`src/hw/rtl/modem_receive_frame_extractor_unit_assert.svh`:
```
// Assertion macros for the modem receive frame extractor.
// Used by every module that carries concurrent checks; needs clk and rst_n in scope.
`ifndef MODEM_RECEIVE_FRAME_EXTRACTOR_UNIT_ASSERT_SVH
`define MODEM_RECEIVE_FRAME_EXTRACTOR_UNIT_ASSERT_SVH

`ifndef NO_ASSERTIONS
// same-cycle implication
`define MRFE_ASSERT_IMP(lbl, ante, cons, msg) \
  lbl: assert property (@(posedge clk) disable iff (!rst_n) (ante) |-> (cons)) \
    else $error(msg);
// next-cycle implication
`define MRFE_ASSERT_NXT(lbl, ante, cons, msg) \
  lbl: assert property (@(posedge clk) disable iff (!rst_n) (ante) |=> (cons)) \
    else $error(msg);
`else
`define MRFE_ASSERT_IMP(lbl, ante, cons, msg)
`define MRFE_ASSERT_NXT(lbl, ante, cons, msg)
`endif

`endif

```
`src/hw/rtl/mrfe_pkg.sv`:
```
// Shared types and constants for the modem receive frame extractor.
// No dependencies.
package mrfe_pkg;

  localparam logic [2:0] LEN_DIGITS = 3'd4;

  localparam logic [7:0] CH_CR    = 8'd13;
  localparam logic [7:0] CH_LF    = 8'd10;
  localparam logic [7:0] CH_COMMA = 8'd44;
  localparam logic [7:0] CH_ZERO  = 8'd48;
  localparam logic [7:0] CH_NINE  = 8'd57;

  localparam logic [7:0] HDR_LIMIT_RST = 8'd50;
  localparam logic [3:0] SEP_COUNT_RST = 4'd3;

  typedef enum logic [0:0] {
    CFG_HEADER_LIMIT = 1'b0,
    CFG_SEP_COUNT    = 1'b1
  } cfg_reg_t;

  typedef enum logic [2:0] {
    ST_OK        = 3'd0,
    ST_NO_LEAD   = 3'd1,
    ST_HDR_LONG  = 3'd2,
    ST_BAD_LEN   = 3'd3,
    ST_BAD_TRAIL = 3'd4
  } status_t;

  typedef enum logic [2:0] {
    PH_IDLE     = 3'd0,
    PH_LEAD_LF  = 3'd1,
    PH_HEADER   = 3'd2,
    PH_LENGTH   = 3'd3,
    PH_PAYLOAD  = 3'd4,
    PH_TRAIL_CR = 3'd5,
    PH_TRAIL_LF = 3'd6
  } phase_t;

  typedef struct packed {
    logic [7:0] header_limit;
    logic [3:0] separator_count;
  } cfg_t;

  typedef struct packed {
    logic        kind;
    logic [7:0]  data;
    logic [2:0]  status;
    logic [13:0] length;
  } res_t;

endpackage

```
`src/hw/rtl/mrfe_parse.sv`:
```
// Frame parser: phase state machine, counters and the per-byte step logic.
// Depends on mrfe_pkg and the assertion macro header.
`include "modem_receive_frame_extractor_unit_assert.svh"

module mrfe_parse import mrfe_pkg::*; (
  input  logic       clk,
  input  logic       rst_n,
  input  cfg_t       cfg,
  input  logic       step,
  input  logic       start_req,
  input  logic [7:0] rx_byte,
  output logic       has_res,
  output res_t       res
);

  phase_t      phase_r, phase_nxt;
  logic [7:0]  hdr_cnt_r, hdr_cnt_nxt;
  logic [3:0]  commas_r, commas_nxt;
  logic [2:0]  digits_r, digits_nxt;
  logic [13:0] pay_len_r, pay_len_nxt;
  logic [13:0] pay_rem_r, pay_rem_nxt;

  logic [3:0]  need;
  logic        is_digit;
  logic        emit;
  status_t     code;

  assign need     = (cfg.separator_count == 4'd0) ? 4'd1 : cfg.separator_count;
  assign is_digit = (rx_byte >= CH_ZERO) && (rx_byte <= CH_NINE);

  always_ff @(posedge clk) begin
    if (!rst_n) begin
      phase_r   <= PH_IDLE;
      hdr_cnt_r <= '0;
      commas_r  <= '0;
      digits_r  <= '0;
      pay_len_r <= '0;
      pay_rem_r <= '0;
    end else if (step) begin
      phase_r   <= phase_nxt;
      hdr_cnt_r <= hdr_cnt_nxt;
      commas_r  <= commas_nxt;
      digits_r  <= digits_nxt;
      pay_len_r <= pay_len_nxt;
      pay_rem_r <= pay_rem_nxt;
    end
  end

  always_comb begin
    phase_nxt   = phase_r;
    hdr_cnt_nxt = hdr_cnt_r;
    commas_nxt  = commas_r;
    digits_nxt  = digits_r;
    pay_len_nxt = pay_len_r;
    pay_rem_nxt = pay_rem_r;
    emit        = 1'b0;
    code        = ST_OK;
    has_res     = 1'b0;
    res         = '0;

    if (start_req) begin
      // a start flag resets the counters whatever the phase; a CR opens a new frame
      hdr_cnt_nxt = '0;
      commas_nxt  = '0;
      digits_nxt  = '0;
      pay_len_nxt = '0;
      pay_rem_nxt = '0;
      if (rx_byte == CH_CR) begin
        phase_nxt = PH_LEAD_LF;
      end else begin
        emit = 1'b1;
        code = ST_NO_LEAD;
      end
    end else begin
      case (phase_r)
        PH_LEAD_LF: begin
          if (rx_byte == CH_LF) begin
            phase_nxt = PH_HEADER;
          end else begin
            emit = 1'b1;
            code = ST_NO_LEAD;
          end
        end
        PH_HEADER: begin
          hdr_cnt_nxt = hdr_cnt_r + 8'd1;
          if (rx_byte == CH_COMMA) begin
            commas_nxt = commas_r + 4'd1;
          end
          if ((rx_byte == CH_COMMA) && (commas_nxt == need)) begin
            digits_nxt  = '0;
            pay_len_nxt = '0;
            phase_nxt   = PH_LENGTH;
          end else if (hdr_cnt_nxt == cfg.header_limit) begin
            // limit of zero wraps the counter, so it acts as 256
            emit = 1'b1;
            code = ST_HDR_LONG;
          end
        end
        PH_LENGTH: begin
          if (is_digit) begin
            if (digits_r >= LEN_DIGITS) begin
              emit = 1'b1;
              code = ST_BAD_LEN;
            end else begin
              pay_len_nxt = (pay_len_r << 3) + (pay_len_r << 1) + {10'd0, rx_byte[3:0]};
              digits_nxt  = digits_r + 3'd1;
            end
          end else if ((rx_byte == CH_COMMA) && (digits_r != 3'd0)) begin
            pay_rem_nxt = pay_len_r;
            phase_nxt   = (pay_len_r == 14'd0) ? PH_TRAIL_CR : PH_PAYLOAD;
          end else begin
            emit = 1'b1;
            code = ST_BAD_LEN;
          end
        end
        PH_PAYLOAD: begin
          pay_rem_nxt = pay_rem_r - 14'd1;
          if (pay_rem_nxt == 14'd0) begin
            phase_nxt = PH_TRAIL_CR;
          end
          has_res  = 1'b1;
          res.data = rx_byte;
        end
        PH_TRAIL_CR: begin
          if (rx_byte == CH_CR) begin
            phase_nxt = PH_TRAIL_LF;
          end else begin
            emit = 1'b1;
            code = ST_BAD_TRAIL;
          end
        end
        PH_TRAIL_LF: begin
          emit = 1'b1;
          code = (rx_byte == CH_LF) ? ST_OK : ST_BAD_TRAIL;
        end
        default: begin
          phase_nxt = PH_IDLE;
        end
      endcase
    end

    if (emit) begin
      phase_nxt  = PH_IDLE;
      has_res    = 1'b1;
      res.kind   = 1'b1;
      res.status = code;
      res.length = pay_len_nxt;
    end
  end

  `MRFE_ASSERT_IMP(a_rem_live, phase_r == PH_PAYLOAD, pay_rem_r != 14'd0,
                   "payload phase with nothing left to pass")
  `MRFE_ASSERT_IMP(a_digits_max, 1'b1, digits_r <= LEN_DIGITS,
                   "length digit count beyond limit")
  `MRFE_ASSERT_NXT(a_status_idle, step && has_res && res.kind, phase_r == PH_IDLE,
                   "frame still open after status item")

endmodule

```
`src/hw/rtl/mrfe_outreg.sv`:
```
// Result register: holds one result item until the output side takes it.
// Depends on mrfe_pkg.
module mrfe_outreg import mrfe_pkg::*; (
  input  logic clk,
  input  logic rst_n,
  input  logic load,
  input  res_t load_res,
  input  logic out_stall,
  output logic free,
  output logic out_valid,
  output res_t out_res
);

  logic valid_r;
  res_t res_r;

  // free when empty or the held item leaves this cycle
  assign free      = !valid_r || !out_stall;
  assign out_valid = valid_r;
  assign out_res   = res_r;

  always_ff @(posedge clk) begin
    if (!rst_n) begin
      valid_r <= 1'b0;
    end else if (load) begin
      valid_r <= 1'b1;
    end else if (free) begin
      valid_r <= 1'b0;
    end
  end

  always_ff @(posedge clk) begin
    if (load) begin
      res_r <= load_res;
    end
  end

endmodule

```
`src/hw/rtl/modem_receive_frame_extractor_unit.sv`:
```
// Modem receive frame extractor: one received byte per item in, payload bytes
// and one status item per frame out. One input register, one result register.
// Depends on mrfe_pkg, mrfe_parse, mrfe_outreg and the assertion macro header.
//
// Takes one byte per clock while in_stall is low. A byte is registered on
// acceptance and parsed in the following cycle; its result, if any, is loaded
// into the result register once that register is free, raising out_valid.
// in_stall rises only while a byte that yields a result is held behind a
// result register that the output side is stalling; bytes that yield no
// result never wait. Configuration writes are always taken (cfg_ready high)
// and must be made while no frame is in flight.
`include "modem_receive_frame_extractor_unit_assert.svh"

module modem_receive_frame_extractor_unit import mrfe_pkg::*; (
  input  logic        clk,
  input  logic        rst_n,
  input  logic        in_valid,
  output logic        in_stall,
  input  logic        in_start_req,
  input  logic [7:0]  in_rx_byte,
  output logic        out_valid,
  input  logic        out_stall,
  output logic        out_kind,
  output logic [7:0]  out_data,
  output logic [2:0]  out_status,
  output logic [13:0] out_length,
  input  logic        cfg_valid,
  output logic        cfg_ready,
  input  logic [1:0]  cfg_index,
  input  logic [7:0]  cfg_data
);

  cfg_t       cfg_r;
  logic       s1_valid_r;
  logic       s1_start_r;
  logic [7:0] s1_byte_r;
  logic       s1_adv;
  logic       has_res;
  res_t       res;
  logic       oreg_free;
  res_t       out_res;

  assign cfg_ready = 1'b1;

  always_ff @(posedge clk) begin
    if (!rst_n) begin
      cfg_r.header_limit    <= HDR_LIMIT_RST;
      cfg_r.separator_count <= SEP_COUNT_RST;
    end else if (cfg_valid && cfg_ready && (cfg_index[1] == 1'b0)) begin
      case (cfg_reg_t'(cfg_index[0]))
        CFG_HEADER_LIMIT: cfg_r.header_limit    <= cfg_data;
        CFG_SEP_COUNT:    cfg_r.separator_count <= cfg_data[3:0];
        default:          cfg_r                 <= cfg_r;
      endcase
    end
  end

  assign s1_adv   = s1_valid_r && (!has_res || oreg_free);
  assign in_stall = s1_valid_r && !s1_adv;

  always_ff @(posedge clk) begin
    if (!rst_n) begin
      s1_valid_r <= 1'b0;
    end else if (!in_stall) begin
      s1_valid_r <= in_valid;
    end
  end

  always_ff @(posedge clk) begin
    if (in_valid && !in_stall) begin
      s1_start_r <= in_start_req;
      s1_byte_r  <= in_rx_byte;
    end
  end

  mrfe_parse u_parse (
    .clk       (clk),
    .rst_n     (rst_n),
    .cfg       (cfg_r),
    .step      (s1_adv),
    .start_req (s1_start_r),
    .rx_byte   (s1_byte_r),
    .has_res   (has_res),
    .res       (res)
  );

  mrfe_outreg u_outreg (
    .clk       (clk),
    .rst_n     (rst_n),
    .load      (s1_adv && has_res),
    .load_res  (res),
    .out_stall (out_stall),
    .free      (oreg_free),
    .out_valid (out_valid),
    .out_res   (out_res)
  );

  assign out_kind   = out_res.kind;
  assign out_data   = out_res.data;
  assign out_status = out_res.status;
  assign out_length = out_res.length;

  `MRFE_ASSERT_IMP(a_stall_held, in_stall, s1_valid_r && has_res && out_valid,
                   "input stalled without a blocked result")
  `MRFE_ASSERT_IMP(a_byte_clean, out_valid && !out_kind,
                   out_status == 3'd0 && out_length == 14'd0,
                   "payload item carries status fields")
  `MRFE_ASSERT_IMP(a_status_clean, out_valid && out_kind, out_data == 8'd0,
                   "status item carries data")

endmodule

```
`config.mk`:
```
export PLATFORM = sky130hd
export DESIGN_NAME = modem_receive_frame_extractor_unit
export DESIGN_NICKNAME = d
export VERILOG_FILES = /design/src/hw/rtl/mrfe_pkg.sv /design/src/hw/rtl/mrfe_parse.sv /design/src/hw/rtl/mrfe_outreg.sv /design/src/hw/rtl/modem_receive_frame_extractor_unit.sv
export VERILOG_INCLUDE_DIRS = /design/src /design/src/hw/rtl
export SDC_FILE = /design/constraint.sdc
export NUM_CORES = 1
export LEC_CHECK = 0
export ABC_AREA = 1
export BUFFER_PORTS_ARGS = -buffer_cell sky130_fd_sc_hd__buf_2
export CAP_MARGIN = 20
export CORE_ASPECT_RATIO = 1.2
export CORE_MARGIN = 3
export CORE_UTILIZATION = 35
export DETAILED_ROUTE_END_ITERATION = 8
export SLEW_MARGIN = 20
export SYNTH_ARGS = -nofsm -noshare
export SYNTH_HDL_FRONTEND = slang
export SYNTH_SLANG_ARGS = --single-unit
```
`constraint.sdc`:
```
create_clock -name clk -period 7.9 [get_ports clk]
set_clock_uncertainty 0.05 [all_clocks]
set_input_delay 0 -clock clk [delete_from_list [all_inputs] [get_ports clk]]
set_output_delay 0 -clock clk [all_outputs]
set_load 0.1 [all_outputs]
```
==> results.ini, run 1 <==
[drt]
drt_pass1_iterations=5
drtAntennaViolNets=0
top_layer=met4
detailedRoute.firstIterationViolations=350
avg_wl_per_cell_um=13.8
routed-via-count=5668
wirelength_um=15900
dr_wl_met3_um=614
met1_routed_length_um=7320
drc_errors=0
routed_via_density=4.94
met2_routed_wirelength_um=7670

[sta]
count_of_pins_over_their_slew_limit=0
final-setup-viol-count=0
fmax_mhz=262
period_minus_slack_ps=3820
timing.setup.tns_ps=0
finalCritPeriodShare=0.483
final.setup.worst_slack_ps=4080
worst_slew_pin_slew_ps=932
report.final.hold_viol_count=0
slew-limit-headroom=0.379
unrepaired_setup_endpoints_after_global_routing=false

[power]
seq_power_share=0.430
post-layout-total-power_uw=1310
cellInternalPower_uw=900
power.net_switching_uw=410
cellLeakagePower_uw=0.00322
switching_share_of_power=0.313
powerDensity_mw_per_mm2=187
ir_drop_worst_vdd_v=0.000114
comb_power_share=0.210
power.share.clock=0.361

[outcome]
status=finished, final reports clean

[die]
core_region_area_mm2=0.0170
die_area_mm2=0.0191
fp-row-count=52
die_x_um=127
pin_count=53
start_util=0.359
chipHeight_um=151

[finish]
area_delta_synth_final_pct=14.8
utilization=0.413
post_route_design_area_mm2=0.00701
layout.cells.most_common_list=203 x sky130_fd_sc_hd__nand2_1, 114 x sky130_fd_sc_hd__nor2_1, 113 x sky130_fd_sc_hd__inv_1
insertedDiodeCount=0
drive_above_1_share=0.106
fill_cells=1783
fin_nets=980
layout_commonest_cell=sky130_fd_sc_hd__nand2_1

[critical_path]
cp_data_required_time_ps=7910
timing.critical_path.arrival_ps=3830
worst_setup_path_start_kind=register
setup.worst_path.class=reg2reg
critical_path.endpoint_type=register
cp_max_fo=31

[clocking]
cts.clk_slew.worst_paths_ps=70
clk_root_buffer_cell=sky130_fd_sc_hd__clkbuf_16
numCtsBuffers=9
clock_tree.htree_level_count=3
clock_sink_total=95
max-clock-path-buffers=2
worst_skew_pair_latency_ps=350
cts_setup_buffers=0
cts_tree=done

[synth]
synth_cells=869
flip_flop_and_latch_count_after_synthesis=95
syn_nets=923
number_of_distinct_library_cells_after_synthesis=41
ys.flop_type=sky130_fd_sc_hd__dfxtp_1
yosysWarnings=0
fraction_of_registers_with_async_set_reset=0
synth-edff-count=35
synthesis.area_mm2=0.00610
post_synth.cell_area_avg_um2=7.02
seq_area_frac_synth=0.369

[placement]
post_dp_cell_area_mm2=0.00646
post-place-ws_ps=3860
dp.final_hpwl_um=11700
io_buffer_count=51
gpl_congestion=0.850

[job]
max_cap_viol_count=0

[global_routing]
grt_antenna_before_repair=0
first_global_vias=5338
grt_first_pass_wirelength_um=26500
largest_net_degree_at_the_start_of_global_routing=44
global_route_total_usage_across_every_layer=0.171
total_grt_overflow=0

[min_path]
hp-class=in2reg

==> per-layer routing <==
metal | GRT usage | vias to the layer above
met5 | 0 | -
met4 | 0.0595 | 0
met3 | 0.0220 | 16
met2 | 0.293 | 127
met1 | 0.222 | 2575
li1 | - | 2950
==> worst max-delay path: stages (launching register included) <==
cell and delay, ps:
sky130_fd_sc_hd__edfxtp_1 960, sky130_fd_sc_hd__inv_1 540, sky130_fd_sc_hd__nand2_4 260, sky130_fd_sc_hd__nand3_4 90, sky130_fd_sc_hd__nand2_4 290, sky130_fd_sc_hd__nand2_2 240
sky130_fd_sc_hd__inv_2 290, sky130_fd_sc_hd__nand2_1 140, sky130_fd_sc_hd__inv_1 400, sky130_fd_sc_hd__buf_8 240
==> area by class of cell <==
class / instances / area (um2) / share of cell area
Multi-Input combinational cell: 622 / 3210 / 0.458
Sequential cell: 95 / 2250 / 0.321
Tap cell: 216 / 270 / 0.0386
Clock buffer: 11 / 233 / 0.0332
Clock inverter: 5 / 82.6 / 0.0118
Inverter: 123 / 462 / 0.0659
Timing Repair Buffer: 75 / 498 / 0.0710
==> timing repair <==
action,4_1_cts,5_1_grt
hold buffers,22,0
resized for setup,0,0
endpoints found under the hold margin,22,0
==> per-stage QoR <==
step	hold WS, ps	instances
6_report	31.3	1147
5_1_grt	78.0	1147
4_1_cts	8.33	1146
3_3_place_gp	129	1108
2_1_floorplan	48.9	869
3_5_place_dp	129	1108
==> synthesized netlist by cell type (all sizes together) (2+ instances only) <==
master  number  area, um2
nand2      209        810
nor2       125        512
inv        119        447
a21oi       72        360
nand3       64        370
dfxtp       60       1200
o21ai       37        189
edfxtp      35       1050
nand4       32        200
ha          28        350
buf         16        130
xor2        15        131
clkbuf      13       48.8
nor3        10       50.1
o22ai        6       37.5
xnor2        5       43.8
clkinv       4       15.0
a22oi        3       22.5
a31oi        2       12.5
fa           2       40.0
nor4         2       12.5
o211ai       2       15.0
or2          2       12.5
==> sequential cells by signal, indices dropped and copies added (netlist names) <==
| signal | count |
|---|---|
| cfg_r | 12 |
| s1_byte_r | 8 |
| s1_start_r | 1 |
| s1_valid_r | 1 |
| u_outreg.out_res | 26 |
| u_outreg.out_valid | 1 |
| u_parse.commas_r | 4 |
| u_parse.digits_r | 3 |
| u_parse.hdr_cnt_r | 8 |
| u_parse.pay_len_r | 14 |
| u_parse.pay_rem_r | 14 |
| u_parse.phase_r | 3 |
==> power by group through the flow <==
stage	clock (uW)	sequential (uW)	combinational, uW
finish	472	563	275
global route	495	566	311
CTS	480	562	274
detailed placement	0	573	264
global placement	0	573	263
floorplan	0	595	183
==> final timing paths <==
path / start / endpoint / slack (ps) / cells after the start
setup / recovery: s1_start_r / u_outreg.out_res[24] / 4080 / 9
setup reg to reg: s1_start_r / u_outreg.out_res[24] / 4080 / 9
hold reg to reg: cfg_r[6] / cfg_r[6] / 420 / 2
hold / removal: cfg_index[1] / cfg_r[3] / 30 / 4
==> kinds of logic (layout without fill, tap and decap cells) <==
logic type / after synthesis / in the layout / share of synthesized area
simple gates: 444 / 444 / 0.322
other cells: 1 / 1 / 0.000614
xor+xnor: 20 / 20 / 0.0287
buf+inv: 152 / 214 / 0.105
compound gates: 127 / 127 / 0.111
flops: 95 / 95 / 0.369
fa+ha+maj: 30 / 30 / 0.0639
(Power assumes the default switching activity.)
==> inputs of run 2 (changes only) <==
--- a/config.mk
+++ b/config.mk
@@ -6,7 +6,7 @@
 export SDC_FILE = /design/constraint.sdc
 export NUM_CORES = 1
 export LEC_CHECK = 0
-export ABC_AREA = 1
+export ABC_AREA = 0
 export BUFFER_PORTS_ARGS = -buffer_cell sky130_fd_sc_hd__buf_2
 export CAP_MARGIN = 20
 export CORE_ASPECT_RATIO = 1.2
==> constraint.sdc (replaced) <==
create_clock -name clk -period 3.13 [get_ports clk]
set_clock_uncertainty 0.05 [all_clocks]
set_input_delay 0 -clock clk [delete_from_list [all_inputs] [get_ports clk]]
set_output_delay 0 -clock clk [all_outputs]
set_load 0.1 [all_outputs]
==> results.ini, run 2 <==
[outcome]
status=finished with violations
violations=negative setup slack

[clocking]
cts_tree=done
clk_root_buffer_cell=sky130_fd_sc_hd__clkbuf_16
max-clock-path-buffers=2  ; unchanged
clock_sink_total=95  ; unchanged
numCtsBuffers=9  ; unchanged
cts.clk_slew.worst_paths_ps=70  ; about the same
clock_tree.htree_level_count=3  ; unchanged
worst_skew_pair_latency_ps=350  ; about the same

[finish]
layout.cells.most_common_list=59 x sky130_fd_sc_hd__nand2_1, 57 x sky130_fd_sc_hd__dfxtp_1, 53 x sky130_fd_sc_hd__nor2_1
fin_nets=757  ; -23%
largest_register_ffs=26  ; unchanged
fill_cells=1529  ; -14%
utilization=0.445  ; +0.0326
drive_above_1_share=0.230  ; +0.124
layout_commonest_cell=sky130_fd_sc_hd__nand2_1
area_delta_synth_final_pct=23.8
insertedDiodeCount=0  ; unchanged
post_route_design_area_mm2=0.00702  ; +0.16%

[critical_path]
worst_setup_path_start_kind=register
setup.worst_path.class=reg2reg
ff2ff_setup_slack_ps=-0.9  ; -4080 ps
worst-r2r-cell-count=11  ; +2
cp_max_fo=2  ; -94%
timing.critical_path.arrival_ps=3190  ; -640 ps
critical_path.endpoint_type=register
r2r_end=u_outreg.out_res[11]
cp_data_required_time_ps=3190  ; -4720 ps
worstReg2RegStart=s1_byte_r[3]

[min_path]
hold_path_end=u_outreg.out_valid
hp-start=out_stall
worst_hold_path.num_cells=3  ; -1
hp-class=in2reg

[sta]
period_minus_slack_ps=3130  ; -685 ps
timing.setup.tns_ps=-0.927  ; -0.927 ps
fmax_mhz=319  ; +22%
worst_slew_pin_slew_ps=802  ; -129 ps
final-setup-viol-count=1  ; +1
count_of_pins_over_their_slew_limit=0  ; unchanged
slew-limit-headroom=0.465  ; +0.0863
unrepaired_setup_endpoints_after_global_routing=true
fin_hold_ws_ps=22.6  ; -8.69 ps
finalCritPeriodShare=1.00  ; +0.517
report.final.hold_viol_count=0  ; unchanged
final.setup.worst_slack_ps=-0.927  ; -4080 ps

[drt]
routed_via_density=5.45  ; +10%
drtAntennaViolNets=0  ; unchanged
drc_errors=0  ; unchanged
wirelength_um=15000  ; -5.2%
routed-via-count=4991  ; -12%
drt_pass1_iterations=5  ; unchanged
avg_wl_per_cell_um=16.4  ; +19%
detailedRoute.firstIterationViolations=411  ; +17%

[power]
power.share.clock=0.399  ; +0.038
powerDensity_mw_per_mm2=400  ; +110%
comb_power_share=0.127  ; -0.083
ir_drop_worst_vdd_v=0.000235  ; +110%
cellInternalPower_uw=2060  ; +130%
post-layout-total-power_uw=2810  ; +110%
power.net_switching_uw=753  ; +84%
seq_power_share=0.474  ; +0.044
cellLeakagePower_uw=0.00269  ; -16%
switching_share_of_power=0.268  ; -0.0449

[synth]
number_of_distinct_library_cells_after_synthesis=83  ; +100%
synth-edff-count=35  ; unchanged
yosysWarnings=0  ; unchanged
portion_of_synthesized_cell_area_occupied_by_the_leading_cell_type=0.212  ; +0.0151
fraction_of_registers_with_async_set_reset=0  ; unchanged
flip_flop_and_latch_count_after_synthesis=95  ; unchanged
synthesis.area_mm2=0.00567  ; -7.1%
synth_most_common_cell=sky130_fd_sc_hd__dfxtp_1
post_synth.cell_area_avg_um2=9.36  ; +33%
syn_nets=660  ; -28%
synth_cells=606  ; -30%
ys.flop_type=sky130_fd_sc_hd__dfxtp_1
netlist_top_cells_area=sky130_fd_sc_hd__dfxtp_1 21%, sky130_fd_sc_hd__edfxtp_1 19%, sky130_fd_sc_hd__ha_1 6.2%
seq_area_frac_synth=0.397  ; +0.0282
synth_top_area_cell=sky130_fd_sc_hd__dfxtp_1
synth_top_cells_by_count=60 x sky130_fd_sc_hd__dfxtp_1, 59 x sky130_fd_sc_hd__nand2_1, 53 x sky130_fd_sc_hd__nor2_1

[die]
die_area_mm2=0.0178  ; -6.8%
die_x_um=122  ; -3.4%
pin_count=53  ; unchanged
start_util=0.360  ; about the same
fp-row-count=50  ; -3.8%
chipHeight_um=145  ; -3.5%
core_region_area_mm2=0.0158  ; -7.2%

[placement]
post_dp_cell_area_mm2=0.00641  ; -0.74%
io_buffer_count=51  ; unchanged
dp.final_hpwl_um=10700  ; -8.0%
gpl_congestion=0.863  ; +1.6%

[global_routing]
global_route_total_usage_across_every_layer=0.174  ; +0.00307
grt_first_pass_wirelength_um=24900  ; -6.1%
grt_antenna_before_repair=0  ; unchanged
total_grt_overflow=0  ; unchanged
largest_net_degree_at_the_start_of_global_routing=36  ; -18%
first_global_vias=5019  ; -6.0%

[job]
max_cap_viol_count=0  ; unchanged

==> run 2: changes by cell type in the layout (fill, tap and decap cells not counted), moves of 13 or more <==
cell | previous run | this run
sky130_fd_sc_hd__nand2_1 | 203 | 59
sky130_fd_sc_hd__inv_1 | 113 | 18
sky130_fd_sc_hd__nor2_1 | 114 | 53
sky130_fd_sc_hd__nand3_1 | 57 | 13
sky130_fd_sc_hd__buf_4 | 1 | 44
sky130_fd_sc_hd__a21oi_1 | 72 | 39
sky130_fd_sc_hd__nand4_1 | 32 | 5
sky130_fd_sc_hd__xnor2_1 | 5 | 20
sky130_fd_sc_hd__mux2i_1 | 0 | 13
==> run 2: logic make-up after synthesis <==
logic type,synth area share
AO/OA/AOI/OAI,0.209
XOR/XNOR,0.0508
adder cells (fa/ha/maj),0.0688
buffers and inverters,0.0391
flip-flops,0.397
multiplexers,0.0229
other,0.000661
AND/OR/NAND/NOR,0.211
==> run 2: timing repair <==
item                                   4_1_cts  5_1_grt
setup endpoints to repair                    2       30
gates resized for setup                      3       14
hold buffers                                18        0
pin swaps                                    5       13
buffers inserted                             1        6
endpoints found under the hold margin       22        0
gates cloned                                 0        1
==> run 2: worst max-delay path: stages (launching register included) <==
cell and delay [ps]:
sky130_fd_sc_hd__edfxtp_1 410, sky130_fd_sc_hd__fa_1 490, sky130_fd_sc_hd__ha_1 290, sky130_fd_sc_hd__a21o_1 160, sky130_fd_sc_hd__a21o_1 190, sky130_fd_sc_hd__a2111oi_4 390, sky130_fd_sc_hd__nor3_2 120, sky130_fd_sc_hd__a211o_1 330
sky130_fd_sc_hd__buf_4 150, sky130_fd_sc_hd__xor2_1 130, sky130_fd_sc_hd__nand2_1 100, sky130_fd_sc_hd__a21oi_2 60
==> run 2: cell type report <==
class                           instances  area [um2]  area share
Clock buffer                           10         229      0.0326
Clock inverter                          6        68.8     0.00980
Inverter                               18        67.6     0.00962
Multi-Input combinational cell        463        3330       0.474
Sequential cell                        95        2260       0.321
Tap cell                              208         260      0.0371
Timing Repair Buffer                  116         813       0.116
==> run 2: routing by layer <==
layer,global-route usage,part of all wire
met5,0,0
met2,0.307,0.52
met4,0.0773,0.028
met1,0.207,0.41
met3,0.0257,0.035
==> run 2: power by group through the flow <==
stage               clock (uW)  combinational, uW  sequential [uW]
floorplan                    0                188             1410
global placement             0                324             1360
detailed placement           0                329             1360
CTS                       1150                348             1330
global route              1190                387             1340
finish                    1120                357             1330
==> run 2: how the worst max path moves through the flow <==
stage            startpoint              endpoint  cells after the start
3_5_place_dp   s1_byte_r[3]  u_outreg.out_res[13]                     11
5_1_grt        s1_byte_r[3]  u_outreg.out_res[11]                     11
3_3_place_gp   s1_byte_r[3]  u_outreg.out_res[13]                     11
6_report       s1_byte_r[3]  u_outreg.out_res[11]                     11
4_1_cts        s1_byte_r[3]  u_outreg.out_res[13]                     11
2_1_floorplan  s1_byte_r[0]   u_outreg.out_res[0]                      8
==> run 2: stage by stage <==
| stage | setup WS [ps] | std cells |
|---|---|---|
| after floorplan | -1.24 | 606 |
| after global placement | -89.1 | 874 |
| after detailed placement | -130 | 874 |
| after CTS | 0.991 | 909 |
| after global routing | -127 | 916 |
| final | -0.927 | 916 |
==> inputs of run 3 (changes only) <==
--- a/config.mk
+++ b/config.mk
@@ -13,6 +13,7 @@
 export CORE_MARGIN = 3
 export CORE_UTILIZATION = 35
 export DETAILED_ROUTE_END_ITERATION = 8
+export GPL_TIMING_DRIVEN = 0
 export SLEW_MARGIN = 20
 export SYNTH_ARGS = -nofsm -noshare
 export SYNTH_HDL_FRONTEND = slang
==> results.ini, run 3 (same netlist as run 2, synthesis figures left out) <==
[global_routing]
grt_antenna_before_repair=0  ; unchanged
total_grt_overflow=0  ; unchanged
grt_first_pass_wirelength_um=25200  ; +1.1%
first_global_vias=5020  ; +0.020%
global_route_total_usage_across_every_layer=0.177  ; +0.00273
largest_net_degree_at_the_start_of_global_routing=16  ; -56%

[critical_path]
worst-r2r-cell-count=12  ; +1
critical_path.endpoint_type=register
worst_setup_path_start_kind=register
cp_max_fo=3  ; +1
timing.critical_path.arrival_ps=3330  ; +140 ps
crit_start=s1_byte_r[3]
setup.worst_path.class=reg2reg
cp_data_required_time_ps=3180  ; about the same
worstReg2RegStart=s1_byte_r[3]

[sta]
fmax_mhz=305  ; -4.6%
period_minus_slack_ps=3280  ; +150 ps
slew-limit-headroom=0.489  ; +0.0241
count_of_pins_over_their_slew_limit=0  ; unchanged
final.setup.worst_slack_ps=-151  ; -150 ps
finalCritPeriodShare=1.05  ; +0.0480
unrepaired_setup_endpoints_after_global_routing=true
worst_slew_pin_slew_ps=766  ; -36.2 ps
report.final.hold_viol_count=0  ; unchanged
final-setup-viol-count=4  ; +3

[job]
max_cap_viol_count=0  ; unchanged

[clocking]
clock_tree.htree_level_count=3  ; unchanged
worst_skew_pair_latency_ps=350  ; about the same
clock_sink_total=95  ; unchanged
cts_tree=done
max-clock-path-buffers=2  ; unchanged
numCtsBuffers=9  ; unchanged
clk_root_buffer_cell=sky130_fd_sc_hd__clkbuf_16
cts.clk_slew.worst_paths_ps=60  ; about the same

[drt]
routed-via-count=5136  ; +2.9%
drc_errors=0  ; unchanged
drt_pass1_iterations=5  ; unchanged
wirelength_um=15900  ; +5.5%
avg_wl_per_cell_um=17.3  ; +5.4%
routed_via_density=5.60  ; +2.8%
detailedRoute.firstIterationViolations=393  ; -4.4%
drtAntennaViolNets=0  ; unchanged

[power]
ir_drop_worst_vdd_v=0.000252  ; +7.3%
powerDensity_mw_per_mm2=386  ; -3.6%
post-layout-total-power_uw=2740  ; -2.7%
cellLeakagePower_uw=0.00266  ; -1.1%

[outcome]
status=finished with violations
violations=negative setup slack

[die]
pin_count=53  ; unchanged
fp-row-count=50  ; unchanged
chipHeight_um=145  ; unchanged
core_region_area_mm2=0.0158  ; unchanged
start_util=0.360  ; unchanged
die_x_um=122  ; unchanged
die_area_mm2=0.0178  ; unchanged

[finish]
stdcell_count=917  ; +0.11%
drive_above_1_share=0.223  ; -0.00738
fin_nets=758  ; +0.13%
largest_register_ffs=26  ; unchanged
fill_cells=1499  ; -2.0%
layout_commonest_cell=sky130_fd_sc_hd__nand2_1
insertedDiodeCount=0  ; unchanged
area_delta_synth_final_pct=25.0
layout.cells.most_common_list=57 x sky130_fd_sc_hd__nand2_1, 55 x sky130_fd_sc_hd__dfxtp_1, 53 x sky130_fd_sc_hd__nor2_1

[min_path]
hp-class=in2reg
worst_hold_path.num_cells=3  ; unchanged
hp-start=out_stall

[placement]
dp.final_hpwl_um=11400  ; +6.4%
gpl_congestion=0.957  ; +11%
cells_after_dpl=865  ; -1.0%
io_buffer_count=50  ; -2.0%

## run 3: where the power goes
part / switching (uW) / internal (uW)
logic: 246 / 133
registers: 28.0 / 1310
clock network: 471 / 553
total: 745 / 1990
## run 3: timing repair
item	4_1_cts	5_1_grt
gates cloned	0	0
gates resized for setup	10	33
pin swaps	11	12
buffers inserted	5	13
setup endpoints to repair	56	79
hold endpoints to repair	22	0
hold buffers	18	0
## run 3: final timing paths
check | end | slack (ps)
hold reg to reg | cfg_r[8] | 450
setup / recovery | u_outreg.out_res[11] | -150
hold / removal | u_outreg.out_valid | 20
setup reg to reg | u_outreg.out_res[11] | -150
## run 3: worst max-delay path, cell delays in order, from the launching register on
cell and delay [ps]:
sky130_fd_sc_hd__edfxtp_1 460, sky130_fd_sc_hd__fa_1 600, sky130_fd_sc_hd__ha_1 240, sky130_fd_sc_hd__a21o_1 160
sky130_fd_sc_hd__a21o_1 210, sky130_fd_sc_hd__a2111oi_4 310, sky130_fd_sc_hd__nor3_2 110, sky130_fd_sc_hd__a211o_1 330
sky130_fd_sc_hd__buf_4 150, sky130_fd_sc_hd__buf_6 110, sky130_fd_sc_hd__xor2_2 140, sky130_fd_sc_hd__nand2_2 100
sky130_fd_sc_hd__a21oi_2 70
## run 3: final cells by class
cell class	instances	area, um2	share of cell area
clock buffer	11	243	0.0343
buffer	30	160	0.0226
timing repair buffer	87	624	0.0881
tap	208	260	0.0367
sequential	95	2260	0.319
clock inverter	5	25.0	0.00353
multi-input combinational	463	3450	0.487
inverter	18	67.6	0.00953
## run 3: through the flow
stage / cell area, um2 / TNS (ps) / hold slack, ps / setup slack [ps] / util
final: 7090 / -364 / 22.0 / -151 / 0.450
after global routing: 7090 / -1010 / 35.3 / -259 / 0.450
after CTS: 6830 / -162 / 34.4 / -114 / 0.433
after detailed placement: 6260 / -12720 / 129 / -519 / 0.397
after global placement: 6240 / -26780 / 129 / -1000 / 0.396
after floorplan: 5730 / -32.3 / 48.9 / -1.24 / -
## run 3: routing by layer
layer | wire length, um | up-vias | global-route usage | part of all wire
met2 | 8140 | 153 | 0.309 | 0.51
met3 | 647 | 39 | 0.0311 | 0.041
met1 | 6570 | 2494 | 0.209 | 0.41
met5 | 0 | - | 0 | 0
met4 | 519 | 0 | 0.0801 | 0.033
li1 | - | 2450 | - | -
